<file path="config.mk">
export PLATFORM = sky130hd
export DESIGN_NAME = html_tag_strip_entity_decode_core
export DESIGN_NICKNAME = d
export VERILOG_FILES = /design/src/rtl/htsed_pkg.sv /design/src/rtl/html_tag_strip_entity_decode_core.sv /design/src/rtl/htsed_fifo.sv /design/src/rtl/htsed_front.sv /design/src/rtl/htsed_back.sv
export SDC_FILE = /design/constraint.sdc
export NUM_CORES = 1
export LEC_CHECK = 0
export BUFFER_PORTS_ARGS = -buffer_cell sky130_fd_sc_hd__buf_2
export CORE_ASPECT_RATIO = 0.7
export CORE_MARGIN = 1
export CORE_UTILIZATION = 30
export DETAILED_ROUTE_END_ITERATION = 12
export MAX_ROUTING_LAYER = met4
export PLACE_DENSITY = 0.41
export SLEW_MARGIN = 25
export SYNTH_ARGS = -nofsm -noshare
export SYNTH_HDL_FRONTEND = slang
export SYNTH_SLANG_ARGS = --single-unit
</file>
<file path="constraint.sdc">
create_clock -name clk_i -period 11 [get_ports clk_i]
set_input_delay 1.1 -clock clk_i [delete_from_list [all_inputs] [get_ports clk_i]]
set_output_delay 1.1 -clock clk_i [all_outputs]
set_load 0.005 [all_outputs]
</file>
<file path="src/rtl/htsed_pkg.sv">
`timescale 1ns / 1ps
// ----------------------------------------------------------------------------
// htsed_pkg
// Types, character codes and the entity table for the tag stripper and
// entity decoder.
// ----------------------------------------------------------------------------
package htsed_pkg;

  // Input transaction: one raw text byte
  typedef struct packed {
    logic [7:0] in_byte;
    logic       end_of_text;
  } item_t;

  // Result transaction: one cleaned byte or an empty end marker
  typedef struct packed {
    logic [7:0] out_byte;
    logic       byte_valid;
    logic       last_result;
  } result_t;

  // Collapser operation passed from front to back
  typedef struct packed {
    logic [7:0] ch;   // byte fed to the collapser
    logic       grp;  // belongs to the final input transaction of the text
    logic       fin;  // end-of-text marker, ch unused
  } op_t;

  // Front sequencer states
  typedef enum logic [2:0] {
    F_IDLE,
    F_REL_PRE,
    F_FRESH,
    F_REL_END,
    F_END
  } front_state_e;

  // Character codes
  localparam logic [7:0] CharLt    = 8'h3C;
  localparam logic [7:0] CharGt    = 8'h3E;
  localparam logic [7:0] CharAmp   = 8'h26;
  localparam logic [7:0] CharSpace = 8'h20;
  localparam logic [7:0] CharTab   = 8'h09;
  localparam logic [7:0] CharLf    = 8'h0A;
  localparam logic [7:0] CharCr    = 8'h0D;

  localparam int unsigned NumEnt    = 6;
  localparam int unsigned PfxDepth  = 5;
  localparam int unsigned EntMaxLen = 6;

  // Entity spellings, padded with zero
  localparam logic [7:0] EntText [NumEnt][EntMaxLen] = '{
    '{CharAmp, 8'h6C, 8'h74, 8'h3B, 8'h00, 8'h00},  // lt
    '{CharAmp, 8'h67, 8'h74, 8'h3B, 8'h00, 8'h00},  // gt
    '{CharAmp, 8'h61, 8'h6D, 8'h70, 8'h3B, 8'h00},  // amp
    '{CharAmp, 8'h6E, 8'h62, 8'h73, 8'h70, 8'h3B},  // nbsp
    '{CharAmp, 8'h61, 8'h70, 8'h6F, 8'h73, 8'h3B},  // apos
    '{CharAmp, 8'h71, 8'h75, 8'h6F, 8'h74, 8'h3B}   // quot
  };
  localparam logic [3:0] EntLen [NumEnt] = '{4'd4, 4'd4, 4'd5, 4'd6, 4'd6, 4'd6};
  localparam logic [7:0] EntRepl [NumEnt] = '{
    CharLt, CharGt, CharAmp, CharSpace, 8'h27, 8'h22
  };

  typedef struct packed {
    logic       found;     // prefix plus byte still spells an entity
    logic       complete;  // and it is a whole entity
    logic [7:0] repl;
  } match_t;

  // Match the pending prefix extended by one byte against the entity table
  function automatic match_t ent_match(input logic [PfxDepth-1:0][7:0] pfx,
                                       input logic [2:0] plen,
                                       input logic [7:0] ch);
    match_t     r;
    logic       ok;
    logic [3:0] need;
    r    = '0;
    need = {1'b0, plen} + 4'd1;
    for (int e = 0; e < NumEnt; e++) begin
      ok = (EntLen[e] >= need);
      for (int k = 0; k < PfxDepth; k++) begin
        if ((3'(k) < plen) && (pfx[k] != EntText[e][k])) ok = 1'b0;
      end
      if (ok && (EntText[e][plen] == ch) && !r.found) begin
        r.found    = 1'b1;
        r.complete = (EntLen[e] == need);
        r.repl     = EntRepl[e];
      end
    end
    return r;
  endfunction

  // Whitespace as the collapser sees it
  function automatic logic is_ws(input logic [7:0] ch);
    return (ch == CharSpace) || (ch == CharTab) || (ch == CharLf) || (ch == CharCr);
  endfunction

endpackage

</file>
<file path="src/rtl/html_tag_strip_entity_decode_core.sv">
`timescale 1ns / 1ps
// Path: an accepted plain byte goes through the operation queue and the output FIFO.
// Rate: one byte per cycle while the front is idle and the operation queue has room;
// broken prefixes go out bytewise, a text end adds an end op, a space stalls the back.
// Front and back meet at an operation queue; results leave through an output FIFO.
// Reset: asynchronous, active low; clears all control state, ready at once.
// ----------------------------------------------------------------------------
// html_tag_strip_entity_decode_core
// Strips HTML tags, decodes six named entities and collapses whitespace.
// ----------------------------------------------------------------------------
module html_tag_strip_entity_decode_core #(
  parameter int unsigned OpqDepth = 4,
  parameter int unsigned OutDepth = 2
) (
  input  logic                 clk_i,
  input  logic                 rst_ni,
  input  logic                 push,
  input  htsed_pkg::item_t     in_item_i,
  output logic                 full,
  output logic                 empty,
  input  logic                 pop,
  output htsed_pkg::result_t   out_result_o
);

  import htsed_pkg::*;

  logic    op_push, op_full, op_empty, op_pop;
  op_t     op_wr, op_rd;
  logic    res_push, res_full;
  result_t res_wr;

  // Front: classify input transactions
  htsed_front u_front (
    .clk_i     (clk_i),
    .rst_ni    (rst_ni),
    .push      (push),
    .in_item_i (in_item_i),
    .full      (full),
    .op_push_o (op_push),
    .op_o      (op_wr),
    .op_full_i (op_full)
  );

  // Decouple front and back
  htsed_fifo #(
    .Depth (OpqDepth),
    .Width ($bits(op_t))
  ) u_opq (
    .clk_i     (clk_i),
    .rst_ni    (rst_ni),
    .wr_en_i   (op_push),
    .wr_data_i (op_wr),
    .full_o    (op_full),
    .rd_en_i   (op_pop),
    .rd_data_o (op_rd),
    .empty_o   (op_empty)
  );

  // Back: collapse whitespace and frame the text
  htsed_back u_back (
    .clk_i      (clk_i),
    .rst_ni     (rst_ni),
    .op_valid_i (!op_empty),
    .op_i       (op_rd),
    .op_pop_o   (op_pop),
    .res_push_o (res_push),
    .res_o      (res_wr),
    .res_full_i (res_full)
  );

  // Output queue towards the consumer
  htsed_fifo #(
    .Depth (OutDepth),
    .Width ($bits(result_t))
  ) u_outq (
    .clk_i     (clk_i),
    .rst_ni    (rst_ni),
    .wr_en_i   (res_push),
    .wr_data_i (res_wr),
    .full_o    (res_full),
    .rd_en_i   (pop),
    .rd_data_o (out_result_o),
    .empty_o   (empty)
  );

endmodule

</file>
<file path="src/rtl/htsed_fifo.sv">
`timescale 1ns / 1ps
// ----------------------------------------------------------------------------
// htsed_fifo
// Small register FIFO with count-based full and empty flags.
// ----------------------------------------------------------------------------
module htsed_fifo #(
  parameter int unsigned Depth = 4,
  parameter int unsigned Width = 8
) (
  input  logic             clk_i,
  input  logic             rst_ni,
  input  logic             wr_en_i,
  input  logic [Width-1:0] wr_data_i,
  output logic             full_o,
  input  logic             rd_en_i,
  output logic [Width-1:0] rd_data_o,
  output logic             empty_o
);

  localparam int unsigned PtrW = (Depth > 1) ? $clog2(Depth) : 1;
  localparam int unsigned CntW = $clog2(Depth + 1);

  logic [Width-1:0] mem_q [Depth];
  logic [PtrW-1:0]  wr_ptr_q, wr_ptr_d;
  logic [PtrW-1:0]  rd_ptr_q, rd_ptr_d;
  logic [CntW-1:0]  cnt_q, cnt_d;
  logic             do_wr, do_rd;

  assign full_o    = (cnt_q == CntW'(Depth));
  assign empty_o   = (cnt_q == '0);
  assign do_wr     = wr_en_i && !full_o;
  assign do_rd     = rd_en_i && !empty_o;
  assign rd_data_o = mem_q[rd_ptr_q];

  // Advance pointers and occupancy
  always_comb begin
    wr_ptr_d = wr_ptr_q;
    rd_ptr_d = rd_ptr_q;
    cnt_d    = cnt_q;
    if (do_wr) begin
      wr_ptr_d = (wr_ptr_q == PtrW'(Depth - 1)) ? '0 : wr_ptr_q + 1'b1;
    end
    if (do_rd) begin
      rd_ptr_d = (rd_ptr_q == PtrW'(Depth - 1)) ? '0 : rd_ptr_q + 1'b1;
    end
    if (do_wr && !do_rd) cnt_d = cnt_q + 1'b1;
    else if (do_rd && !do_wr) cnt_d = cnt_q - 1'b1;
  end

  always_ff @(posedge clk_i or negedge rst_ni) begin
    if (!rst_ni) begin
      wr_ptr_q <= '0;
      rd_ptr_q <= '0;
      cnt_q    <= '0;
    end else begin
      wr_ptr_q <= wr_ptr_d;
      rd_ptr_q <= rd_ptr_d;
      cnt_q    <= cnt_d;
    end
  end

  // Store the written entry
  always_ff @(posedge clk_i) begin
    if (do_wr) mem_q[wr_ptr_q] <= wr_data_i;
  end

endmodule

</file>
<file path="src/rtl/htsed_front.sv">
`timescale 1ns / 1ps
// ----------------------------------------------------------------------------
// htsed_front
// Tag stripping and entity matching. Turns each input transaction into a
// short run of collapser operations, releasing unmatched prefixes bytewise.
// ----------------------------------------------------------------------------
module htsed_front (
  input  logic                 clk_i,
  input  logic                 rst_ni,
  input  logic                 push,
  input  htsed_pkg::item_t     in_item_i,
  output logic                 full,
  output logic                 op_push_o,
  output htsed_pkg::op_t       op_o,
  input  logic                 op_full_i
);

  import htsed_pkg::*;

  front_state_e              state_q, state_d;
  logic                      tag_q, tag_d;
  logic [2:0]                plen_q, plen_d;
  logic [2:0]                k_q, k_d;
  logic [PfxDepth-1:0][7:0]  pfx_q, pfx_d;
  logic [7:0]                c_q, c_d;
  logic                      last_q, last_d;

  logic                      accept;
  logic                      can_go;
  match_t                    mt;

  // Fresh byte handling, shared by the accept path and the FRESH state
  logic [7:0]                fr_ch;
  logic                      fr_last;
  logic                      fr_op_v;
  logic [7:0]                fr_op_ch;
  logic                      fr_tag;
  logic [2:0]                fr_plen;
  front_state_e              fr_next;

  assign can_go = !op_full_i;
  assign full   = (state_q != F_IDLE) || op_full_i;
  assign accept = push && !full;
  assign mt     = ent_match(pfx_q, plen_q, in_item_i.in_byte);

  // Classify a byte outside the prefix path
  always_comb begin
    fr_ch    = (state_q == F_IDLE) ? in_item_i.in_byte : c_q;
    fr_last  = (state_q == F_IDLE) ? in_item_i.end_of_text : last_q;
    fr_op_v  = 1'b0;
    fr_op_ch = fr_ch;
    fr_tag   = tag_q;
    fr_plen  = '0;
    priority if (fr_ch == CharLt) begin
      fr_tag = 1'b1;
    end else if (fr_ch == CharGt) begin
      fr_tag   = 1'b0;
      fr_op_v  = 1'b1;
      fr_op_ch = CharSpace;
    end else if (tag_q) begin
      fr_op_v = 1'b0;
    end else if (fr_ch == CharAmp) begin
      fr_plen = 3'd1;
    end else begin
      fr_op_v = 1'b1;
    end
    if (fr_last) fr_next = (fr_plen != '0) ? F_REL_END : F_END;
    else fr_next = F_IDLE;
  end

  // Sequence the operations of one transaction
  always_comb begin
    state_d   = state_q;
    tag_d     = tag_q;
    plen_d    = plen_q;
    k_d       = k_q;
    pfx_d     = pfx_q;
    c_d       = c_q;
    last_d    = last_q;
    op_push_o = 1'b0;
    op_o      = '0;
    unique case (state_q)
      F_IDLE: begin
        if (accept) begin
          c_d    = in_item_i.in_byte;
          last_d = in_item_i.end_of_text;
          op_o.grp = in_item_i.end_of_text;
          if (plen_q != '0) begin
            if (mt.found && mt.complete) begin
              op_push_o = 1'b1;
              op_o.ch   = mt.repl;
              plen_d    = '0;
              state_d   = in_item_i.end_of_text ? F_END : F_IDLE;
            end else if (mt.found) begin
              pfx_d[plen_q] = in_item_i.in_byte;
              plen_d        = plen_q + 3'd1;
              k_d           = '0;
              state_d       = in_item_i.end_of_text ? F_REL_END : F_IDLE;
            end else begin
              // Release the broken prefix, then handle the byte afresh
              op_push_o = 1'b1;
              op_o.ch   = pfx_q[0];
              k_d       = 3'd1;
              state_d   = (plen_q == 3'd1) ? F_FRESH : F_REL_PRE;
            end
          end else begin
            op_push_o = fr_op_v;
            op_o.ch   = fr_op_ch;
            tag_d     = fr_tag;
            plen_d    = fr_plen;
            if (fr_plen != '0) pfx_d[0] = CharAmp;
            k_d       = '0;
            state_d   = fr_next;
          end
        end
      end
      F_REL_PRE: begin
        if (can_go) begin
          op_push_o = 1'b1;
          op_o.ch   = pfx_q[k_q];
          op_o.grp  = last_q;
          k_d       = k_q + 3'd1;
          if (k_d == plen_q) state_d = F_FRESH;
        end
      end
      F_FRESH: begin
        if (can_go) begin
          op_push_o = fr_op_v;
          op_o.ch   = fr_op_ch;
          op_o.grp  = last_q;
          tag_d     = fr_tag;
          plen_d    = fr_plen;
          if (fr_plen != '0) pfx_d[0] = CharAmp;
          k_d       = '0;
          state_d   = fr_next;
        end
      end
      F_REL_END: begin
        if (can_go) begin
          op_push_o = 1'b1;
          op_o.ch   = pfx_q[k_q];
          op_o.grp  = 1'b1;
          k_d       = k_q + 3'd1;
          if (k_d == plen_q) begin
            plen_d  = '0;
            state_d = F_END;
          end
        end
      end
      F_END: begin
        if (can_go) begin
          op_push_o = 1'b1;
          op_o.grp  = 1'b1;
          op_o.fin  = 1'b1;
          tag_d     = 1'b0;
          plen_d    = '0;
          state_d   = F_IDLE;
        end
      end
      default: state_d = F_IDLE;
    endcase
  end

  always_ff @(posedge clk_i or negedge rst_ni) begin
    if (!rst_ni) begin
      state_q <= F_IDLE;
      tag_q   <= 1'b0;
      plen_q  <= '0;
      k_q     <= '0;
    end else begin
      state_q <= state_d;
      tag_q   <= tag_d;
      plen_q  <= plen_d;
      k_q     <= k_d;
    end
  end

  // Hold prefix bytes and the deferred transaction
  always_ff @(posedge clk_i) begin
    pfx_q  <= pfx_d;
    c_q    <= c_d;
    last_q <= last_d;
  end

endmodule

</file>
<file path="src/rtl/htsed_back.sv">
`timescale 1ns / 1ps
// ----------------------------------------------------------------------------
// htsed_back
// Whitespace collapser. Folds whitespace runs to one space, drops leading
// and trailing space and marks the final result of each text.
// ----------------------------------------------------------------------------
module htsed_back (
  input  logic                 clk_i,
  input  logic                 rst_ni,
  input  logic                 op_valid_i,
  input  htsed_pkg::op_t       op_i,
  output logic                 op_pop_o,
  output logic                 res_push_o,
  output htsed_pkg::result_t   res_o,
  input  logic                 res_full_i
);

  import htsed_pkg::*;

  logic    after_ws_q, after_ws_d;
  logic    pend_q, pend_d;
  logic    hold_v_q, hold_v_d;
  result_t hold_q, hold_d;
  result_t new_res;

  // Collapse one operation, at most one result a cycle
  always_comb begin
    after_ws_d = after_ws_q;
    pend_d     = pend_q;
    hold_v_d   = hold_v_q;
    hold_d     = hold_q;
    op_pop_o   = 1'b0;
    res_push_o = 1'b0;
    res_o      = '0;
    new_res    = '0;
    new_res.byte_valid = 1'b1;
    new_res.out_byte   = pend_q ? CharSpace : op_i.ch;
    if (op_valid_i) begin
      priority if (op_i.fin) begin
        // Close the text: flag the held result or send an empty marker
        res_push_o = 1'b1;
        if (hold_v_q) begin
          res_o             = hold_q;
          res_o.last_result = 1'b1;
        end else begin
          res_o.last_result = 1'b1;
        end
        if (!res_full_i) begin
          op_pop_o   = 1'b1;
          hold_v_d   = 1'b0;
          after_ws_d = 1'b1;
          pend_d     = 1'b0;
        end
      end else if (is_ws(op_i.ch)) begin
        op_pop_o = 1'b1;
        if (!after_ws_q) pend_d = 1'b1;
        after_ws_d = 1'b1;
      end else begin
        if (op_i.grp) begin
          res_push_o = hold_v_q;
          res_o      = hold_q;
        end else begin
          res_push_o = 1'b1;
          res_o      = new_res;
        end
        if (!(res_push_o && res_full_i)) begin
          if (op_i.grp) begin
            hold_d   = new_res;
            hold_v_d = 1'b1;
          end
          if (pend_q) begin
            pend_d = 1'b0;
          end else begin
            after_ws_d = 1'b0;
            op_pop_o   = 1'b1;
          end
        end
      end
    end
  end

  always_ff @(posedge clk_i or negedge rst_ni) begin
    if (!rst_ni) begin
      after_ws_q <= 1'b1;
      pend_q     <= 1'b0;
      hold_v_q   <= 1'b0;
    end else begin
      after_ws_q <= after_ws_d;
      pend_q     <= pend_d;
      hold_v_q   <= hold_v_d;
    end
  end

  // Keep the latest result of the final transaction
  always_ff @(posedge clk_i) begin
    hold_q <= hold_d;
  end

endmodule

</file>
==> results of run 1 <==
worst reg2reg max path, stage by stage, from the launching register on:
cell and delay, ps:
dfrtp_1 860, inv_1 250, ha_1 320, nand2b_1 490
a21o_1 190, nand3_1 80, nor4_2 460, a22oi_1 190
nor3b_2 260, or2_4 340, o41ai_4 640, inv_1 110
ha_1 230, inv_1 80, fa_1 390, mux2_2 270
per-layer routing:
metal,GRT usage [%],up-vias
met2,23.5,187
met5,-,-
li1,-,2686
met4,5.14,0
met1,28.5,3069
met3,5.33,27
state kept, by name (all words and copies together) (netlist names), 2 cells and up:
| name | cells |
|---|---|
| u_outq.cnt_q | 2 |
| u_front.pfx_q | 40 |
| u_front.state_q | 3 |
| u_opq.cnt_q | 3 |
| u_outq.mem_q | 20 |
| u_front.c_q | 8 |
| u_front.k_q | 3 |
| u_opq.wr_ptr_q | 2 |
| u_opq.mem_q | 40 |
| u_back.hold_q | 8 |
| u_front.plen_q | 3 |
| u_opq.rd_ptr_q | 2 |
power groups by stage:
| stage | sequential [mW] | clock, mW | combinational, mW |
|---|---|---|---|
| 4_1_cts | 1.05 | 0.643 | 1.20 |
| 6_report | 1.05 | 0.629 | 1.20 |
| 3_5_place_dp | 1.06 | 0 | 1.19 |
| 3_3_place_gp | 1.05 | 0 | 1.17 |
| 5_1_grt | 1.08 | 0.665 | 1.32 |
| 2_1_floorplan | 0.964 | 0 | 0.905 |
cell usage after synthesis (9+ instances only):
library cell / instances / area share, %
ha_1: 17 / 2.6
xnor2_1: 19 / 2.1
a21oi_1: 31 / 1.9
buf_2: 9 / 0.56
nand3_1: 16 / 0.99
clkbuf_1: 15 / 0.70
o21ai_0: 21 / 1.3
o22ai_1: 9 / 0.70
nor2_1: 42 / 1.9
a22o_1: 15 / 1.6
nand2_1: 39 / 1.8
a22oi_1: 11 / 1.0
dfrtp_1: 23 / 7.1
nor2b_1: 17 / 1.3
nand2b_1: 11 / 0.85
mux4_2: 17 / 4.7
xor2_1: 14 / 1.5
nor3_1: 28 / 1.7
mux2i_1: 10 / 1.2
mux2_2: 13 / 1.8
inv_1: 28 / 1.3
a31oi_1: 18 / 1.4
edfxtp_1: 117 / 43
worst max path at each step:
| stage | startpoint | endpoint | depth (start not counted) |
|---|---|---|---|
| detailed placement | u_front.plen_q[1]$_DFFE_PN0P_ | u_opq.cnt_q[1]$_DFFE_PN0P_ | 15 |
| global placement | in_item_i[2] | u_opq.cnt_q[1]$_DFFE_PN0P_ | 14 |
| floorplan | u_front.plen_q[0]$_DFFE_PN0P_ | u_opq.cnt_q[1]$_DFFE_PN0P_ | 19 |
| CTS | u_front.plen_q[1]$_DFFE_PN0P_ | u_opq.cnt_q[1]$_DFFE_PN0P_ | 15 |
| finish | u_front.plen_q[1]$_DFFE_PN0P_ | u_opq.cnt_q[1]$_DFFE_PN0P_ | 15 |
| global route | u_front.plen_q[1]$_DFFE_PN0P_ | u_opq.cnt_q[1]$_DFFE_PN0P_ | 15 |
cells by family after synthesis:
family / synth area share [%]
and+or+nand+nor: 15.8
AOI/OAI and AO/OA: 14.1
DFF: 50.8
buffers and inverters: 4.06
muxes: 8.47
xor gates and xnor gates: 3.77
adders and majority gates: 3.00
layout make-up:
type	count	share of cell area, %
clock buffer	20	4.77
clock inverter	12	2.13
inverter	31	1.30
multi-input combinational	481	40.1
sequential	141	45.0
tap	357	4.88
timing repair buffer	30	1.80
==> results.yml, run 1 <==
run_status:
  status: "complete, no violations"
job:
  maxCapViolCount: 0
clocking:
  numCtsBuffers: 17
  hold_buffers: 0
  cts_buffer_depth: 2
  post_cts_resized: 0
  clkTransAtPathRegs_ps: 60
  cts_tree: "done"
  cts_sinks: 141
  clk_latency_ps: 430
  cts-htree-levels: 4
  cts-root-buf: "clkbuf_16"
  cts_setup_buffers: 0
setup_path:
  critPathMaxStageDelay_ps: 860
  critPathTopFamily: "simple AND/OR/NAND/NOR gates"
  critPathMaxFanout: 17
  end_kind: "flip-flop"
  startpoint_type: "flip-flop"
  path_cells: "inv_1 > ha_1 > nand2b_1 > a21o_1 > nand3_1 > nor4_2 > a22oi_1 > nor3b_2 > or2_4 > o41ai_4 > inv_1 > ha_1 > inv_1 > fa_1 > mux2_2"
  r2r_cells: 15
  r2r-end: "u_opq.cnt_q[1]$_DFFE_PN0P_"
  reg2reg_slack_ps: 5720
  worstPathArrival_ps: 5580
  slowest_stage: "dfrtp_1"
  worstSetupPathType: "reg2reg"
  crit_buf_inv: 3
  cp.required_ps: 11310
  timing.rr.start: "u_front.plen_q[1]$_DFFE_PN0P_"
  cpMostUsedCell: "inv_1"
floorplanning:
  die_width_um: 198
  start_util_pct: 31.0
  io_pins: 25
  dieArea_um2: 27700
  die_h_um: 139
  num_rows: 49
  fp.coreArea_um2: 26100
route:
  ant_nets: 0
  drt_iter0_markers: 623
  wl_met1_um: 12500
  wl_per_cell_um: 22.3
  dr_wl_met3_um: 1570
  wl_met2_um: 9520
  wirelength_um: 24000
  via_count: 5969
  drtPass1Iterations: 5
  dr.max_layer_used: "met4"
  via_per_inst: 5.57
  route.detailed.drc: 0
timing:
  finalCriticalPeriod_ps: 5280
  tns_ps: 0
  hold_viol: 0
  maxSlewHeadroom_pct: 39.2
  rsz0062_at_grt: "no"
  finalWorstSetupSlack_ps: 5720
  tightest_slew_ps: 905
  timing.hold.ws_ps: 489
  setup_viol: 0
  timing.final.max_slew_violations: 0
  finalCritPeriodShare_pct: 48.0
  clock_skew_ps: 12.5
  max_freq_mhz: 190
synth:
  synthDistinctLibCells: 90
  synthesis.nets: 719
  yosysSeqAreaShare_pct: 50.8
  async_flop_share_pct: 17.0
  synth_edf_count: 117
  syn_area_per_cell_um2: 11.8
  ys_dominant_reg_cell: "edfxtp_1"
  yosys_warnings: 0
  syn_area_um2: 8100
  netlist_instances: 688
  ys_ff_latch: 141
finish:
  final_cell_mix: "edfxtp_1, nand2_1, nor2_1"
  finalInstanceArea_um2: 9150
  fill_cells: 2589
  nets: 733
  instances_no_fill: 1072
  fin_util_pct: 35.0
  n_antenna_cell: 0
  area_growth_pct: 13.0
  final_common_cell: "edfxtp_1"
  seqCellArea_um2: 4120
  drive_gt1_share_pct: 17.2
  multi_input_area_um2: 3670
power_and_ir_drop:
  seq_power_share_pct: 36.5
  power_frac_clock_pct: 21.9
  ir_drop_mv: 0.117
  comb_power_share_pct: 41.6
  switching_power_mw: 1.09
  powerDensity_nw_per_um2: 314
  leakage_nw: 3.27
  switching_share_pct: 37.9
  p_int_mw: 1.78
  power_mw: 2.87
global_route:
  antenna_found_initial: 0
  grt_first_pass_wirelength_um: 36900
  grt_start_max_net_pins: 34
  grt_usage_pct: 18.8
  grt.overflow.total: 0
  grt_pass1_vias: 5775
worst_hold_path:
  min_path_cells: 1
  hp-start: "u_outq.wr_ptr_q$_DFFE_PN0P_"
  hold_end: "u_outq.wr_ptr_q$_DFFE_PN0P_"
  min_path_type: "reg2reg"
placement:
  io_buffers: 24
  dp_cells: 1040
  place_area_um2: 8510
  place_hpwl_um: 17100
  gp_congestion: 0.904
  dp_slack_ps: 5790
Note: power is estimated with default switching activity, not from simulation.
==> run 2, diff against run 1 <==
- PLACE_DENSITY: 0.41 -> 0.43
- clock period: 11 -> 4.72 ns (I/O delays scaled with it)
==> run 2 against run 1 <==
Net effect:
- clock-buffer cell count shrank 2
- non-clock buffer count increased by 30
- clock skew shrank 3.2 ps
- worst hold slack lost 400 ps
- sequential power grew 130%
- critical endpoint unchanged
==> results.yml, run 2 (synthesis gave the netlist of run 1 again) <==
run_status:
  status: "complete, no violations"
timing:
  hold_viol: 0
  tightest_slew_ps: 955
  clock_skew_ps: 9.29
  tns_ps: 0
  setup_viol: 0
  maxSlewHeadroom_pct: 36.3
  finalCriticalPeriod_ps: 4340
  max_freq_mhz: 230
  rsz0062_at_grt: "no"
  finalCritPeriodShare_pct: 92.0
  timing.final.max_slew_violations: 0
clocking:
  clkTransAtPathRegs_ps: 70
  hold_buffers: 0
  cts-root-buf: "clkbuf_16"
  cts_tree: "done"
  post_cts_resized: 0
  cts_setup_buffers: 0
  cts_sinks: 141
  cts-htree-levels: 4
  numCtsBuffers: 17
  clk_latency_ps: 430
  cts_buffer_depth: 2
global_route:
  grt.overflow.total: 0
  grt_pass1_vias: 5770
  grt_usage_pct: 19.3
  grt_start_max_net_pins: 28
  antenna_found_initial: 0
  grt_first_pass_wirelength_um: 37800
finish:
  drive_gt1_share_pct: 20.1
  fin_util_pct: 35.8
  final_common_cell: "edfxtp_1"
  n_antenna_cell: 0
  multi_input_area_um2: 3660
  fill_cells: 2570
  nets: 763
  final_cell_mix: "edfxtp_1, nor2_1, nand2_1"
  top_regs: "u_front.pfx_q (40), u_opq.mem_q (40), u_outq.mem_q (20)"
  seqCellArea_um2: 4120
  area_growth_pct: 15.3
setup_path:
  r2r-end: "u_opq.cnt_q[1]$_DFFE_PN0P_"
  critPathMaxFanout: 9
  critPathTopFamily: "simple AND/OR/NAND/NOR gates"
  critPathMaxStageDelay_ps: 490
  crit_buf_inv: 3
  cp_num_cells: 15
  worstPathArrival_ps: 4650
  reg2reg_slack_ps: 380
  worstSetupPathType: "reg2reg"
  r2r_cells: 15
  end_kind: "flip-flop"
  timing.rr.start: "u_front.plen_q[1]$_DFFE_PN0P_"
  crit_start: "u_front.plen_q[1]$_DFFE_PN0P_"
  path_cells: "inv_1 > ha_1 > nor3b_1 > a221oi_1 > nand3_1 > nor4_2 > a221o_1 > a31oi_1 > or2_4 > o41ai_4 > inv_1 > ha_1 > inv_1 > fa_1 > mux2_2"
  slowest_stage: "nor4_2"
  cpMostUsedCell: "inv_1"
  startpoint_type: "flip-flop"
  cp.required_ps: 5030
  crit_path_end: "u_opq.cnt_q[1]$_DFFE_PN0P_"
power_and_ir_drop:
  switching_power_mw: 2.59
  powerDensity_nw_per_um2: 723
  seq_power_share_pct: 35.3
  ir_drop_mv: 0.251
  p_int_mw: 4.16
  switching_share_pct: 38.4
  leakage_nw: 3.41
  power_frac_clock_pct: 20.7
  comb_power_share_pct: 44.0
route:
  wirelength_um: 24700
  drtPass1Iterations: 5
  via_per_inst: 5.51
  route.detailed.drc: 0
  via_count: 6075
  drt_iter0_markers: 665
  ant_nets: 0
  wl_per_cell_um: 22.4
placement:
  place_hpwl_um: 18700
  gp_congestion: 0.929
  io_buffers: 24
floorplanning:
  die_h_um: 139
  start_util_pct: 31.0
  die_width_um: 198
  dieArea_um2: 27700
  io_pins: 25
  fp.coreArea_um2: 26100
  num_rows: 49
worst_hold_path:
  min_path_type: "in2async"
job:
  maxCapViolCount: 0
run 2: power by group through the flow:
stage | combinational (mW) | clock (mW) | sequential (mW)
6_report | 2.97 | 1.40 | 2.38
5_1_grt | 3.27 | 1.49 | 2.44
2_1_floorplan | 2.11 | 0 | 2.25
4_1_cts | 2.96 | 1.44 | 2.38
3_3_place_gp | 2.91 | 0 | 2.38
3_5_place_dp | 2.95 | 0 | 2.40
run 2: stage by stage:
step | hold WS [ps] | instances | cell area (um2) | worst slack, ps | power [mW]
2_1_floorplan | 176 | 688 | 8100 | 259 | 4.36
3_3_place_gp | 472 | 1070 | 8730 | 621 | 5.29
3_5_place_dp | 479 | 1070 | 8730 | 436 | 5.35
4_1_cts | 90.1 | 1102 | 9340 | 417 | 6.78
5_1_grt | 123 | 1102 | 9340 | 101 | 7.19
6_report | 90.9 | 1102 | 9340 | 377 | 6.75
run 2: layout make-up:
type	instances	share of cell area, %
Clock buffer	18	4.60
Clock inverter	14	1.94
Inverter	31	1.27
Multi-Input combinational cell	481	39.2
Sequential cell	141	44.1
Tap cell	357	4.78
Timing Repair Buffer	60	4.18
run 2: how the worst min path moves through the flow:
stage	from	end	slack, ps	cells past startpoint
final	rst_ni	u_outq.rd_ptr_q$_DFFE_PN0P_	90	1
after floorplan	rst_ni	u_back.hold_v_q$_DFFE_PN0P_	180	0
after global routing	rst_ni	u_outq.rd_ptr_q$_DFFE_PN0P_	120	1
after global placement	u_outq.wr_ptr_q$_DFFE_PN0P_	u_outq.wr_ptr_q$_DFFE_PN0P_	470	1
after detailed placement	u_outq.wr_ptr_q$_DFFE_PN0P_	u_outq.wr_ptr_q$_DFFE_PN0P_	480	1
after CTS	rst_ni	u_outq.rd_ptr_q$_DFFE_PN0P_	90	1
run 2: metal layers:
layer | up-vias | part of all wire (%) | GRT usage, % | wire length (um)
met5 | - | 0 | - | 0
met4 | 0 | 1.2 | 4.94 | 295
met3 | 18 | 6.4 | 4.00 | 1590
met2 | 220 | 39 | 23.8 | 9560
met1 | 3080 | 54 | 30.9 | 13300
li1 | 2757 | - | - | -
